### config.mk
export PLATFORM = sky130hd
export DESIGN_NAME = alarm_offer_repeat_expire_top
export DESIGN_NICKNAME = d
export VERILOG_FILES = /design/src/hdl/aore_pkg.sv /design/src/hdl/aore_cfg_regs.sv /design/src/hdl/aore_decide.sv /design/src/hdl/alarm_offer_repeat_expire_top.sv
export VERILOG_INCLUDE_DIRS = /design/src /design/src/hdl
export SDC_FILE = /design/constraint.sdc
export NUM_CORES = 1
export LEC_CHECK = 0
export BUFFER_PORTS_ARGS = -buffer_cell sky130_fd_sc_hd__buf_2
export CORE_ASPECT_RATIO = 2
export CORE_MARGIN = 2
export CORE_UTILIZATION = 45
export CTS_BUF_LIST = sky130_fd_sc_hd__clkbuf_2 sky130_fd_sc_hd__clkbuf_4 sky130_fd_sc_hd__clkbuf_8
export DETAILED_ROUTE_END_ITERATION = 12
export SLEW_MARGIN = 10
export SYNTH_ARGS = -nofsm -noshare
export SYNTH_HDL_FRONTEND = slang
export SYNTH_SLANG_ARGS = --single-unit
### constraint.sdc
create_clock -name aclk -period 5.1 [get_ports aclk]
set_input_delay 0.765 -clock aclk [delete_from_list [all_inputs] [get_ports aclk]]
set_output_delay 0.765 -clock aclk [all_outputs]
set_load 0.03 [all_outputs]
### src/hdl/alarm_offer_repeat_expire_top_assert.svh
// Assertion macros for the alarm offer/repeat/expire block.
`ifndef ALARM_OFFER_REPEAT_EXPIRE_TOP_ASSERT_SVH
`define ALARM_OFFER_REPEAT_EXPIRE_TOP_ASSERT_SVH
`ifndef SYNTHESIS
// Implication checked on every rising edge once reset is released
`define AORE_ASSERT_IMP(lbl, clk, rst_n, ante, cons) \
    lbl: assert property (@(posedge clk) disable iff (!rst_n) (ante) |-> (cons)) \
        else $error("aore: implication failed");
// Next-cycle implication checked once reset is released
`define AORE_ASSERT_NEXT(lbl, clk, rst_n, ante, cons) \
    lbl: assert property (@(posedge clk) disable iff (!rst_n) (ante) |=> (cons)) \
        else $error("aore: next-cycle implication failed");
`else
`define AORE_ASSERT_IMP(lbl, clk, rst_n, ante, cons)
`define AORE_ASSERT_NEXT(lbl, clk, rst_n, ante, cons)
`endif
`endif

### src/hdl/aore_pkg.sv
// Shared types and constants for the alarm offer/repeat/expire block.
package aore_pkg;

    localparam int unsigned GRACE_W  = 17;
    localparam int unsigned RINGS_W  = 6;
    localparam int unsigned PERIOD_W = 12;
    localparam int unsigned WAIT_W   = 17;
    localparam int unsigned ACTION_W = 4;
    localparam int unsigned CODE_W   = 2;
    localparam int unsigned CFG_ADDR_W = 8;
    localparam int unsigned CFG_DATA_W = 17;

    // result packing: action, wait_seconds, still_pending, padded to bytes
    localparam int unsigned RES_BITS = ACTION_W + WAIT_W + 1;
    localparam int unsigned OUT_W    = ((RES_BITS + 7) / 8) * 8;

    localparam logic [WAIT_W-1:0] WAIT_CAP = 17'd86400;

    // configuration register indexes
    localparam logic [CFG_ADDR_W-1:0] CFG_GRACE  = 8'd0;
    localparam logic [CFG_ADDR_W-1:0] CFG_RINGS  = 8'd1;
    localparam logic [CFG_ADDR_W-1:0] CFG_REPEAT = 8'd2;
    localparam logic [CFG_ADDR_W-1:0] CFG_BUSY   = 8'd3;

    // answer codes
    localparam logic [CODE_W-1:0] ANS_NONE    = 2'd0;
    localparam logic [CODE_W-1:0] ANS_START   = 2'd1;
    localparam logic [CODE_W-1:0] ANS_DISMISS = 2'd2;

    // item kinds on s_tuser
    localparam logic MODE_ARM     = 1'b0;
    localparam logic MODE_SERVICE = 1'b1;

    typedef enum logic [ACTION_W-1:0] {
        ACT_ARMED     = 4'd0,
        ACT_STARTED   = 4'd1,
        ACT_DISMISSED = 4'd2,
        ACT_EXPIRED   = 4'd3,
        ACT_QUIET     = 4'd4,
        ACT_RERANG    = 4'd5,
        ACT_WAITING   = 4'd6,
        ACT_MISSED    = 4'd7,
        ACT_DEFERRED  = 4'd8,
        ACT_RANG      = 4'd9,
        ACT_REFUSED   = 4'd10,
        ACT_IDLE      = 4'd11
    } action_t;

    typedef struct packed {
        logic [PERIOD_W-1:0] busy_retry_s;
        logic [PERIOD_W-1:0] repeat_s;
        logic [RINGS_W-1:0]  max_rings;
        logic [GRACE_W-1:0]  grace_window_s;
    } cfg_t;

    // packed so that action lands in the lowest bits
    typedef struct packed {
        logic              still_pending;
        logic [WAIT_W-1:0] wait_seconds;
        action_t           action;
    } result_t;

endpackage

### src/hdl/aore_cfg_regs.sv
// Configuration register file for the alarm block.
module aore_cfg_regs (
    input  logic                           aclk,
    input  logic                           aresetn,
    input  logic                           cfg_valid,
    output logic                           cfg_ready,
    input  logic [aore_pkg::CFG_ADDR_W-1:0] cfg_addr,
    input  logic [aore_pkg::CFG_DATA_W-1:0] cfg_data,
    output aore_pkg::cfg_t                 cfg
);
    import aore_pkg::*;

    cfg_t cfg_reg;
    cfg_t cfg_next;

    // writes are always taken; unknown indexes are dropped
    assign cfg_ready = 1'b1;
    assign cfg       = cfg_reg;

    // register write decode
    always_comb begin
        cfg_next = cfg_reg;
        if (cfg_valid) begin
            case (cfg_addr)
                CFG_GRACE:  cfg_next.grace_window_s = cfg_data[GRACE_W-1:0];
                CFG_RINGS:  cfg_next.max_rings      = cfg_data[RINGS_W-1:0];
                CFG_REPEAT: cfg_next.repeat_s       = cfg_data[PERIOD_W-1:0];
                CFG_BUSY:   cfg_next.busy_retry_s   = cfg_data[PERIOD_W-1:0];
                default:    cfg_next = cfg_reg;
            endcase
        end
    end

    always_ff @(posedge aclk) begin
        if (!aresetn) begin
            cfg_reg.grace_window_s <= 17'd1800;
            cfg_reg.max_rings      <= 6'd4;
            cfg_reg.repeat_s       <= 12'd20;
            cfg_reg.busy_retry_s   <= 12'd30;
        end else begin
            cfg_reg <= cfg_next;
        end
    end

endmodule

### src/hdl/aore_decide.sv
// Decision logic: one item against the pending alarm state.
module aore_decide #(
    parameter int unsigned TIME_BITS = 33
) (
    input  logic                        mode,
    input  logic [TIME_BITS-1:0]        now,
    input  logic [TIME_BITS-1:0]        occurrence_time,
    input  logic [aore_pkg::CODE_W-1:0] answer_code,
    input  logic                        answer_is_for_pending,
    input  logic                        routine_active,
    input  logic                        start_accepted,
    input  aore_pkg::cfg_t              cfg,
    // current state
    input  logic                        pending_valid,
    input  logic [TIME_BITS-1:0]        pending_time,
    input  logic                        offer_shown,
    input  logic [aore_pkg::RINGS_W-1:0] ring_count,
    input  logic [TIME_BITS-1:0]        last_ring_time,
    // state after this item
    output logic                        pending_valid_nx,
    output logic [TIME_BITS-1:0]        pending_time_nx,
    output logic                        offer_shown_nx,
    output logic [aore_pkg::RINGS_W-1:0] ring_count_nx,
    output logic [TIME_BITS-1:0]        last_ring_time_nx,
    output aore_pkg::result_t           result
);
    import aore_pkg::*;

    // a + b, saturated at the wait cap
    function automatic logic [WAIT_W-1:0] sat_add(input logic [WAIT_W-1:0] a,
                                                  input logic [TIME_BITS-1:0] b);
        logic [WAIT_W:0] sum;
        logic            big;
        begin
            big = |b[TIME_BITS-1:WAIT_W];
            sum = {1'b0, a} + {1'b0, b[WAIT_W-1:0]};
            if (big || sum >= {1'b0, WAIT_CAP}) return WAIT_CAP;
            return sum[WAIT_W-1:0];
        end
    endfunction

    function automatic logic [WAIT_W-1:0] cap(input logic [WAIT_W-1:0] v);
        begin
            return (v > WAIT_CAP) ? WAIT_CAP : v;
        end
    endfunction

    logic                 late;
    logic [TIME_BITS-1:0] late_by;
    logic [TIME_BITS-1:0] early_by;
    logic                 past_grace;
    logic                 answered;
    logic                 rang_before;
    logic [TIME_BITS-1:0] since;
    logic [TIME_BITS-1:0] ahead;
    logic [TIME_BITS-1:0] grace_ext;
    logic [TIME_BITS-1:0] repeat_ext;
    logic [WAIT_W-1:0]    repeat_w;
    logic [WAIT_W-1:0]    busy_w;

    // time differences and compares
    assign grace_ext   = {{(TIME_BITS-GRACE_W){1'b0}}, cfg.grace_window_s};
    assign repeat_ext  = {{(TIME_BITS-PERIOD_W){1'b0}}, cfg.repeat_s};
    assign repeat_w    = {{(WAIT_W-PERIOD_W){1'b0}}, cfg.repeat_s};
    assign busy_w      = {{(WAIT_W-PERIOD_W){1'b0}}, cfg.busy_retry_s};
    assign late        = now > pending_time;
    assign late_by     = now - pending_time;
    assign early_by    = pending_time - now;
    assign past_grace  = late && (late_by > grace_ext);
    assign answered    = offer_shown && answer_is_for_pending &&
                         (answer_code == ANS_START || answer_code == ANS_DISMISS);
    assign rang_before = now >= last_ring_time;
    assign since       = now - last_ring_time;
    assign ahead       = last_ring_time - now;

    // priority chain: arming first, then the service pass
    always_comb begin
        pending_valid_nx  = pending_valid;
        pending_time_nx   = pending_time;
        offer_shown_nx    = offer_shown;
        ring_count_nx     = ring_count;
        last_ring_time_nx = last_ring_time;
        result.action       = ACT_IDLE;
        result.wait_seconds = '0;

        if (mode == MODE_ARM) begin
            pending_valid_nx  = 1'b1;
            pending_time_nx   = occurrence_time;
            offer_shown_nx    = 1'b0;
            ring_count_nx     = '0;
            last_ring_time_nx = '0;
            result.action     = ACT_ARMED;
        end else if (!pending_valid) begin
            result.action = ACT_IDLE;
        end else if (answered || (offer_shown && past_grace) ||
                     (!offer_shown && past_grace)) begin
            // occurrence closes: answer, expiry or missed
            pending_valid_nx  = 1'b0;
            pending_time_nx   = '0;
            offer_shown_nx    = 1'b0;
            ring_count_nx     = '0;
            last_ring_time_nx = '0;
            result.wait_seconds = 17'd1;
            if (answered) begin
                result.action = (answer_code == ANS_START) ? ACT_STARTED : ACT_DISMISSED;
            end else if (offer_shown) begin
                result.action = ACT_EXPIRED;
            end else begin
                result.action = ACT_MISSED;
            end
        end else if (offer_shown) begin
            if (ring_count >= cfg.max_rings) begin
                result.action = ACT_QUIET;
                result.wait_seconds = late ?
                    cap(cfg.grace_window_s - late_by[WAIT_W-1:0]) :
                    sat_add(cfg.grace_window_s, early_by);
            end else if (rang_before && since >= repeat_ext) begin
                result.action       = ACT_RERANG;
                ring_count_nx       = ring_count + 6'd1;
                last_ring_time_nx   = now;
                result.wait_seconds = repeat_w;
            end else if (rang_before) begin
                result.action       = ACT_WAITING;
                result.wait_seconds = repeat_w - {{(WAIT_W-PERIOD_W){1'b0}},
                                                  since[PERIOD_W-1:0]};
            end else begin
                result.action       = ACT_WAITING;
                result.wait_seconds = sat_add(repeat_w, ahead);
            end
        end else if (routine_active) begin
            result.action       = ACT_DEFERRED;
            result.wait_seconds = busy_w;
        end else begin
            // ring and raise the offer, or drop the alarm if the start is refused
            result.wait_seconds = repeat_w;
            if (start_accepted) begin
                result.action     = ACT_RANG;
                offer_shown_nx    = 1'b1;
                ring_count_nx     = ring_count + 6'd1;
                last_ring_time_nx = now;
            end else begin
                result.action     = ACT_REFUSED;
                pending_valid_nx  = 1'b0;
                pending_time_nx   = '0;
                offer_shown_nx    = 1'b0;
                ring_count_nx     = '0;
                last_ring_time_nx = '0;
            end
        end

        result.still_pending = pending_valid_nx;
    end

endmodule

### src/hdl/alarm_offer_repeat_expire_top.sv
// Top level of the alarm offer/repeat/expire block.
//
//  channel | direction | contents
//  s_      | in        | tuser: mode; tdata: now, occurrence_time, answer_code,
//          |           |   answer_is_for_pending, routine_active, start_accepted
//  m_      | out       | tdata: action, wait_seconds, still_pending
//  cfg_    | in        | addr: register index, data: value (always ready)
//
// One request per cycle while the result is taken: an input register feeds
// the decision logic, whose result and new alarm state are written together
// into the result register.
// A held result stalls the input register; a new request is still taken in
// the cycle that the stalled one advances.
// aresetn (synchronous) clears the pending alarm and loads register defaults.
module alarm_offer_repeat_expire_top #(
    parameter int unsigned TIME_BITS = 33
) (
    input  logic                            aclk,
    input  logic                            aresetn,
    // input requests
    input  logic                            s_tvalid,
    output logic                            s_tready,
    // tdata from bit 0: now, occurrence_time, answer_code,
    // answer_is_for_pending, routine_active, start_accepted, zero fill
    input  logic [((2*TIME_BITS+5+7)/8)*8-1:0] s_tdata,
    // tuser: mode
    input  logic                            s_tuser,
    // results
    output logic                            m_tvalid,
    input  logic                            m_tready,
    // tdata from bit 0: action, wait_seconds, still_pending, zero fill
    output logic [aore_pkg::OUT_W-1:0]      m_tdata,
    // configuration writes
    input  logic                            cfg_valid,
    output logic                            cfg_ready,
    input  logic [aore_pkg::CFG_ADDR_W-1:0] cfg_addr,
    input  logic [aore_pkg::CFG_DATA_W-1:0] cfg_data
);
    import aore_pkg::*;

    localparam int unsigned IN_W = ((2*TIME_BITS + 5 + 7) / 8) * 8;
    localparam int unsigned OCC_LO  = TIME_BITS;
    localparam int unsigned CODE_LO = 2 * TIME_BITS;
    localparam int unsigned FOR_B   = CODE_LO + CODE_W;
    localparam int unsigned BUSY_B  = FOR_B + 1;
    localparam int unsigned ACC_B   = BUSY_B + 1;

    cfg_t cfg;

    logic            in_valid_reg;
    logic            in_valid_next;
    logic [IN_W-1:0] in_data_reg;
    logic            in_mode_reg;
    logic            out_valid_reg;
    logic            out_valid_next;
    result_t         out_data_reg;
    logic            advance;

    logic                 pending_valid_reg;
    logic [TIME_BITS-1:0] pending_time_reg;
    logic                 offer_shown_reg;
    logic [RINGS_W-1:0]   ring_count_reg;
    logic [TIME_BITS-1:0] last_ring_time_reg;

    logic                 pending_valid_next;
    logic [TIME_BITS-1:0] pending_time_next;
    logic                 offer_shown_next;
    logic [RINGS_W-1:0]   ring_count_next;
    logic [TIME_BITS-1:0] last_ring_time_next;
    result_t              result;

    aore_cfg_regs u_cfg (
        .aclk      (aclk),
        .aresetn   (aresetn),
        .cfg_valid (cfg_valid),
        .cfg_ready (cfg_ready),
        .cfg_addr  (cfg_addr),
        .cfg_data  (cfg_data),
        .cfg       (cfg)
    );

    aore_decide #(
        .TIME_BITS (TIME_BITS)
    ) u_decide (
        .mode                  (in_mode_reg),
        .now                   (in_data_reg[TIME_BITS-1:0]),
        .occurrence_time       (in_data_reg[OCC_LO +: TIME_BITS]),
        .answer_code           (in_data_reg[CODE_LO +: CODE_W]),
        .answer_is_for_pending (in_data_reg[FOR_B]),
        .routine_active        (in_data_reg[BUSY_B]),
        .start_accepted        (in_data_reg[ACC_B]),
        .cfg                   (cfg),
        .pending_valid         (pending_valid_reg),
        .pending_time          (pending_time_reg),
        .offer_shown           (offer_shown_reg),
        .ring_count            (ring_count_reg),
        .last_ring_time        (last_ring_time_reg),
        .pending_valid_nx      (pending_valid_next),
        .pending_time_nx       (pending_time_next),
        .offer_shown_nx        (offer_shown_next),
        .ring_count_nx         (ring_count_next),
        .last_ring_time_nx     (last_ring_time_next),
        .result                (result)
    );

    // handshake and stage control
    assign advance  = in_valid_reg && (!out_valid_reg || m_tready);
    assign s_tready = !in_valid_reg || advance;
    assign m_tvalid = out_valid_reg;
    assign m_tdata  = {{(OUT_W-RES_BITS){1'b0}}, out_data_reg};

    always_comb begin
        in_valid_next = in_valid_reg;
        if (s_tvalid && s_tready) begin
            in_valid_next = 1'b1;
        end else if (advance) begin
            in_valid_next = 1'b0;
        end
        out_valid_next = out_valid_reg;
        if (advance) begin
            out_valid_next = 1'b1;
        end else if (m_tready) begin
            out_valid_next = 1'b0;
        end
    end

    // control registers
    always_ff @(posedge aclk) begin
        if (!aresetn) begin
            in_valid_reg      <= 1'b0;
            out_valid_reg     <= 1'b0;
            pending_valid_reg <= 1'b0;
            offer_shown_reg   <= 1'b0;
            ring_count_reg    <= '0;
        end else begin
            in_valid_reg  <= in_valid_next;
            out_valid_reg <= out_valid_next;
            if (advance) begin
                pending_valid_reg <= pending_valid_next;
                offer_shown_reg   <= offer_shown_next;
                ring_count_reg    <= ring_count_next;
            end
        end
    end

    // payload registers
    always_ff @(posedge aclk) begin
        if (s_tvalid && s_tready) begin
            in_data_reg <= s_tdata;
            in_mode_reg <= s_tuser;
        end
        if (advance) begin
            out_data_reg       <= result;
            pending_time_reg   <= pending_time_next;
            last_ring_time_reg <= last_ring_time_next;
        end
    end

`include "alarm_offer_repeat_expire_top_assert.svh"

    `AORE_ASSERT_IMP(a_offer_needs_pending, aclk, aresetn, offer_shown_reg, pending_valid_reg)
    `AORE_ASSERT_IMP(a_idle_ring_clear, aclk, aresetn, !pending_valid_reg, ring_count_reg == '0)
    `AORE_ASSERT_NEXT(a_result_tracks_state, aclk, aresetn, advance, out_data_reg.still_pending == pending_valid_reg)
    `AORE_ASSERT_IMP(a_idle_result, aclk, aresetn, out_valid_reg && out_data_reg.action == ACT_IDLE, out_data_reg.wait_seconds == '0 && !out_data_reg.still_pending)

endmodule

# After elaboration in Yosys (flattened, before gate mapping)
# Index checks and enable logic that the tools add are counted.
classes:
  addsub: 9
  n_lt_le_gt_ge: 8
  eq_ne: 12
  n_mux: 67
  bitwise: 2
  n_reduce_logical: 32
op_table:
  columns: ["cell", "n"]
  rows:
  - ["$mux 33", 13]
  - ["$sub 33x33->33", 4]
  - ["$mux 17", 6]
  - ["$mux 21", 4]
  - ["$mux 6", 8]
  - ["$ge 18x17->1 const B", 2]
  - ["$ge 33x12->1", 1]
  - ["$ge 33x33->1", 1]
  - ["$gt 33x17->1", 1]
  - ["$gt 33x33->1", 1]
  - ["$reduce_or 16->1", 2]
  - ["$mux 1", 29]
  - ["$add 12x17->18", 1]
  - ["$add 17x17->18", 1]
  - ["$gt 17x17->1 const B", 1]
  - ["$sub 17x17->17", 1]
  - ["$eq 8x2->1 const B", 2]
  - ["$mux 16", 1]
  - ["$sub 12x12->13", 1]
  - ["$reduce_and 2->1", 6]
  - ["$reduce_and 5->1", 2]
  - ["$ne 3x2->1 const B", 3]
  - ["$eq 8x1->1 const B", 1]
  - ["$logic_and 1x1->1", 8]
  - ["other kinds (17)", 30]
totals:
  register_bits: 217
  in_bits: 103
  out_inout_bits: 27
  word_cells: 148

# Depth between registers and ports, before layout
logic_depth:
  word_depth: 19
  ltp_mapped: 25
  mapped_depth_nobuf: 23

# By module
# Synthesis repeated with hierarchy kept, for this count alone.
hier_totals:
  hier_cells: 2742
  area_unflattened_um2: 22736.8
by_module_without_submodules:
  columns: ["module", "n_inst", "cells_per_inst", "area_per_inst_um2", "seq_area_each_um2"]
  rows:
  - ["aore_decide", 1, 2348, 15631.2, 0.0]
  - ["alarm_offer_repeat_expire_top", 1, 207, 5236.3, 5004.8]
  - ["aore_cfg_regs", 1, 187, 1869.3, 940.9]

# Worst setup path before layout
# OpenSTA, ideal clock, no wires.
synth_timing:
  kind: "register to register"
  startpoint: "register in_data_reg[0]"
  endpoint: "register pending_time_reg[0] (enable)"
  setup_ns: 0.399
  t_arrival_ns: 4.952
  required_time_ns: 4.701
  setup_slack_ns: -0.251
  stages_incl_launch_ff: 23
  path_buffers: 0
  synth_period_minus_slack_ns: 5.351
  path_cell_list: "edfxtp_1 inv_1 ha_1 inv_1 fa_1 a211o_1 o211ai_1 nand2_1 a31oi_1 o21ai_0 xor2_1 ha_1 and4_1 nand4_1 o32ai_1 a31oi_1 a2111oi_0 nand4b_1 and4bb_1 nand3_1 nand2_1 nand2_1 o31a_1"
synth_via:
  elab_chain_len: 8
  word_cells_on_any_way: 12
  classes_between: "add/sub: 1; order compare: 2; eq/ne: 3; reduce/logical: 6"
synth_lines:
  columns: ["element", "line", "source"]
  rows:
  - ["from (decl)", "alarm_offer_repeat_expire_top.sv:52", "logic [IN_W-1:0] in_data_reg;"]
  - ["from (signal assigned)", "alarm_offer_repeat_expire_top.sv:149", "in_data_reg <= s_tdata;"]
  - ["$sub 33x33->33", "aore_decide.sv:67", "assign late_by = now - pending_time;"]
  - ["$gt 33x17->1", "aore_decide.sv:69", "assign past_grace = late && (late_by > grace_ext);"]
  - ["$logic_and 1x1->1 (*)", "aore_decide.sv:69", null]
  - ["$logic_and 1x1->1", "aore_decide.sv:95", "end else if (answered || (offer_shown && past_grace) ||"]
  - ["$logic_or 1x1->1", "aore_decide.sv:95", null]
  - ["$logic_or 1x1->1 (*)", "aore_decide.sv:95", null]
  - ["$ne 3x2->1 (no line)", null, null]
  - ["$reduce_and 5->1 (no line) (*)", null, null]
  - ["to (signal assigned)", "alarm_offer_repeat_expire_top.sv:154", "pending_time_reg <= pending_time_next;"]
  - ["to (decl)", "alarm_offer_repeat_expire_top.sv:60", "logic [TIME_BITS-1:0] pending_time_reg;"]
# Every way passes the cells marked *; elsewhere a longest branch is shown, timed or not.
# A chain may end at the register's enable or synchronous reset.

# Worst setup path in the final report
layout_timing:
  startpoint: "register in_data_reg[0]"
  endpoint: "register last_ring_time_reg[31] (enable)"
layout_via:
  elab_chain_len: 8
  word_cells_on_any_way: 16
  classes_between: "add/sub: 2; order compare: 4; eq/ne: 3; reduce/logical: 7"
layout_lines:
  columns: ["element", "line", "source"]
  rows:
  - ["$sub 33x33->33", "aore_decide.sv:67", null]
  - ["$gt 33x17->1", "aore_decide.sv:69", null]
  - ["$logic_and 1x1->1", "aore_decide.sv:69", null]
  - ["$logic_and 1x1->1", "aore_decide.sv:95", null]
  - ["$logic_or 1x1->1 (2 in a row)", "aore_decide.sv:95", null]
  - ["$ne 4x3->1 (no line) or $ne 4x2->1 (tied branches)", null, null]
  - ["$reduce_and 5->1 (no line) (*)", null, null]
  - ["to (signal assigned)", "alarm_offer_repeat_expire_top.sv:155", "last_ring_time_reg <= last_ring_time_next;"]
  - ["to (decl)", "alarm_offer_repeat_expire_top.sv:63", "logic [TIME_BITS-1:0] last_ring_time_reg;"]
# Marked as above.

==> impl_metrics.json <==
{
  "worstSkewPairLatency_ps": 610,
  "synthCells": 2409,
  "power_density_mw_per_mm2": 236,
  "areaGrowthSynthToFinish_pct": 28.9,
  "finalNetCount": 3249,
  "drt_pass1_iterations": 6,
  "die-area_mm2": 0.0470,
  "dpl-instance-area_mm2": 0.0243,
  "dr.max_layer_used": "met4",
  "cts-root-to-sink-buffers": 3,
  "place_ws_ps": -532,
  "wirelength_met1_um": 30500,
  "timing_hold_violations_final": 0,
  "fmax_ghz": 0.186,
  "root_buffer": "sky130_fd_sc_hd__clkbuf_8",
  "finalCritPeriodShare": 1.06,
  "cp-startpoint": "in_data_reg[0]$_DFFE_PP_",
  "die-height_um": 304,
  "worst-r2r-setup-slack_ps": -290,
  "cts.reportedPaths.clkPinSlew_ps": 70,
  "syn_area_per_cell_um2": 8.43,
  "detailroute.via_count": 20400,
  "ys_ff_latch": 217,
  "setup_violations": 113,
  "global_route_wire_length_before_repair_um": 115000,
  "instances_no_fill": 3498,
  "largest_register_ffs": 71,
  "ir_worst_vdd_mv": 0.232,
  "critPathMaxFanout": 7,
  "dr.first_iter.drc_count": 1459,
  "met2_length_um": 38600,
  "gr-total-overflow": 0,
  "grt_antenna_before_repair": 1,
  "p_leak_uw": 0.0117,
  "drive_gt1_frac": 0.266,
  "synth.cell_area_mm2": 0.0203,
  "final_period_minus_worst_setup_slack_ps": 5390,
  "dominantRegCellSynth": "sky130_fd_sc_hd__edfxtp_1",
  "number_of_clock_sinks": 217,
  "worstSetupPathType": "flip-flop to flip-flop",
  "floorplan.die.width_um": 154,
  "worst_slew_pin_slew_ps": 1010,
  "warning_count_from_the_yosys_run": 0,
  "timing.reg2reg.worst_path_depth": 25,
  "drc": 0,
  "route.detailed.vias_per_inst": 5.83,
  "mostFrequentLayoutCell": "sky130_fd_sc_hd__buf_4",
  "core_mm2": 0.0447,
  "critPathLaunchType": "flip-flop",
  "maxSlewViolCount": 0,
  "port_buffers": 125,
  "worst_r2r_startpoint": "in_data_reg[0]$_DFFE_PP_",
  "start_util": 0.454,
  "route.final.wire_length_um": 78500,
  "worstPathArrival_ps": 5680,
  "rr_endpoint": "last_ring_time_reg[31]$_SDFFCE_PP0P_",
  "clock_tree.htree_level_count": 2,
  "final_cell_area_mm2": 0.0262,
  "timing.final.ws_setup_ps": -285,
  "groute.usage.overall": 0.322,
  "netlist-cell-type-count": 94,
  "unrepaired_setup_endpoints_after_global_routing": "yes",
  "startpoint_of_the_worst_hold_path": "s_tdata[38]",
  "io_pins": 130,
  "post_synth_main_area_contributors": "sky130_fd_sc_hd__edfxtp_1 (24%), sky130_fd_sc_hd__ha_1 (14%), sky130_fd_sc_hd__dfxtp_1 (5.6%)",
  "critPathCapture": "last_ring_time_reg[31]$_SDFFCE_PP0P_",
  "grt_pass1_vias": 20200,
  "worst_slew_margin_relative_to_its_limit": 0.329,
  "tritoncts": "yes",
  "largest_net_degree_at_the_start_of_global_routing": 40,
  "holdBufCountCts": 0,
  "met3_length_um": 4060,
  "worst_ep_required_time_ps": 5400,
  "synth_area_leader_cell": "sky130_fd_sc_hd__edfxtp_1",
  "mostFrequentLayoutCells": "sky130_fd_sc_hd__buf_4 (403), sky130_fd_sc_hd__ha_1 (223), sky130_fd_sc_hd__inv_1 (222)",
  "synth-edff-count": 160,
  "place.detailed.instances": 3399,
  "end_kind": "flip-flop",
  "wl_per_cell_um": 22.4,
  "status": "finished with violations",
  "dp_hpwl_um": 62800,
  "place.gp.congestion": 0.987,
  "ys_seq_area_frac": 0.293,
  "synth.top_cell.area_share": 0.236,
  "violations": "negative setup slack",
  "tritoncts.num_buffers": 34,
  "synthArstFlopShare": 0,
  "timing.clock.skew_ps": 44.5,
  "detail-route-antenna-nets": 0,
  "drv_cap": 0,
  "hold_class": "input port to flip-flop",
  "floorplan.rows": 110
}
[cell type report]
type	count	area, µm²
well taps	560	701
multi-input cells	1873	13900
flip-flops and latches	217	5950
clock inverters	14	90.1
inverters	227	852
repair buffers	560	4140
diodes	1	2.50
clock buffers	46	583
fillers	4146	18500
[worst max-delay path: stages, from the launching register on]
cell and delay, ps:
sky130_fd_sc_hd__edfxtp_1 400, sky130_fd_sc_hd__inv_2 110, sky130_fd_sc_hd__buf_4 110, sky130_fd_sc_hd__buf_6 80, sky130_fd_sc_hd__ha_4 120, sky130_fd_sc_hd__inv_2 30, sky130_fd_sc_hd__fa_2 340, sky130_fd_sc_hd__a21o_1 200
sky130_fd_sc_hd__a221oi_4 280, sky130_fd_sc_hd__buf_6 160, sky130_fd_sc_hd__o21bai_4 50, sky130_fd_sc_hd__a21oi_2 150, sky130_fd_sc_hd__xnor2_1 170, sky130_fd_sc_hd__ha_1 320, sky130_fd_sc_hd__buf_6 130, sky130_fd_sc_hd__nand4_1 100
sky130_fd_sc_hd__or3_4 150, sky130_fd_sc_hd__o211ai_1 130, sky130_fd_sc_hd__a2111oi_4 410, sky130_fd_sc_hd__nand3_2 150, sky130_fd_sc_hd__nor4_4 240, sky130_fd_sc_hd__and4_1 240, sky130_fd_sc_hd__buf_6 150, sky130_fd_sc_hd__a21oi_4 70
sky130_fd_sc_hd__a21o_4 330, sky130_fd_sc_hd__o31a_4 450
[per-layer routing]
metal	vias up	GRT usage
met3	193	0.0385
met1	9698	0.380
met5	-	0
li1	9795	-
met2	694	0.557
met4	0	0.194
[power by group]
group	switching [µW]	internal [µW]
Clock	758	756
Combinational	1490	1170
Sequential	48.1	1970
[kinds of logic after synthesis]
kind of cell	synth area share
mux	0.0188
flops	0.293
xor+xnor	0.0530
fa+ha+maj	0.146
compound gates	0.246
other cells	0.000370
simple gates	0.181
buf+inv	0.0625
[through the flow]
| stage | total power (µW) | utilization | hold slack (ps) | setup TNS (ps) |
|---|---|---|---|---|
| floorplan | 3400 | - | 442 | 0 |
| global placement | 4470 | 0.544 | 460 | -32510 |
| detailed placement | 4480 | 0.544 | 466 | -43560 |
| CTS | 6110 | 0.575 | 309 | -10480 |
| global route | 6470 | 0.586 | 336 | -42810 |
| finish | 6190 | 0.586 | 352 | -16120 |
[cells in the mapped netlist (12+ instances only)]
library cell and instances:
sky130_fd_sc_hd__a211oi_1 28, sky130_fd_sc_hd__o31ai_1 14, sky130_fd_sc_hd__o21ai_0 128, sky130_fd_sc_hd__nand3_1 50, sky130_fd_sc_hd__and3_1 22, sky130_fd_sc_hd__nor2_1 144
sky130_fd_sc_hd__o21bai_1 18, sky130_fd_sc_hd__clkbuf_1 69, sky130_fd_sc_hd__inv_1 226, sky130_fd_sc_hd__a31oi_1 34, sky130_fd_sc_hd__nand2_1 198, sky130_fd_sc_hd__o21a_1 34
sky130_fd_sc_hd__edfxtp_1 160, sky130_fd_sc_hd__buf_2 19, sky130_fd_sc_hd__nand3b_1 17, sky130_fd_sc_hd__nor2b_1 54, sky130_fd_sc_hd__and2_1 52, sky130_fd_sc_hd__a21o_1 59
sky130_fd_sc_hd__ha_1 225, sky130_fd_sc_hd__xnor2_1 76, sky130_fd_sc_hd__o211ai_1 40, sky130_fd_sc_hd__mux2i_1 36, sky130_fd_sc_hd__a31o_2 12, sky130_fd_sc_hd__nor3_1 44
sky130_fd_sc_hd__dfxtp_1 57, sky130_fd_sc_hd__a21oi_1 224, sky130_fd_sc_hd__nand2b_1 21, sky130_fd_sc_hd__or3_1 20, sky130_fd_sc_hd__nand4_1 43, sky130_fd_sc_hd__xor2_1 47
[worst min-delay path by stage]
stage / end / cells after the start / slack [ps]
after floorplan: ring_count_reg[5]$_SDFFE_PN0P_ / 1 / 440
after global placement: u_cfg.cfg[19]$_SDFFE_PN1P_ / 2 / 460
after detailed placement: u_cfg.cfg[36]$_SDFFE_PN1P_ / 2 / 470
after CTS: in_data_reg[38]$_DFFE_PP_ / 1 / 310
after global routing: in_data_reg[39]$_DFFE_PP_ / 1 / 340
final: in_data_reg[38]$_DFFE_PP_ / 1 / 350
[timing repair]
item / in CTS / in global routing
gates resized for setup: 104 / 66
pin swaps: 51 / 40
cloned: 8 / 4
buffers inserted: 20 / 8
endpoints found under the setup margin: 129 / 129
(Power assumes the default switching activity.)
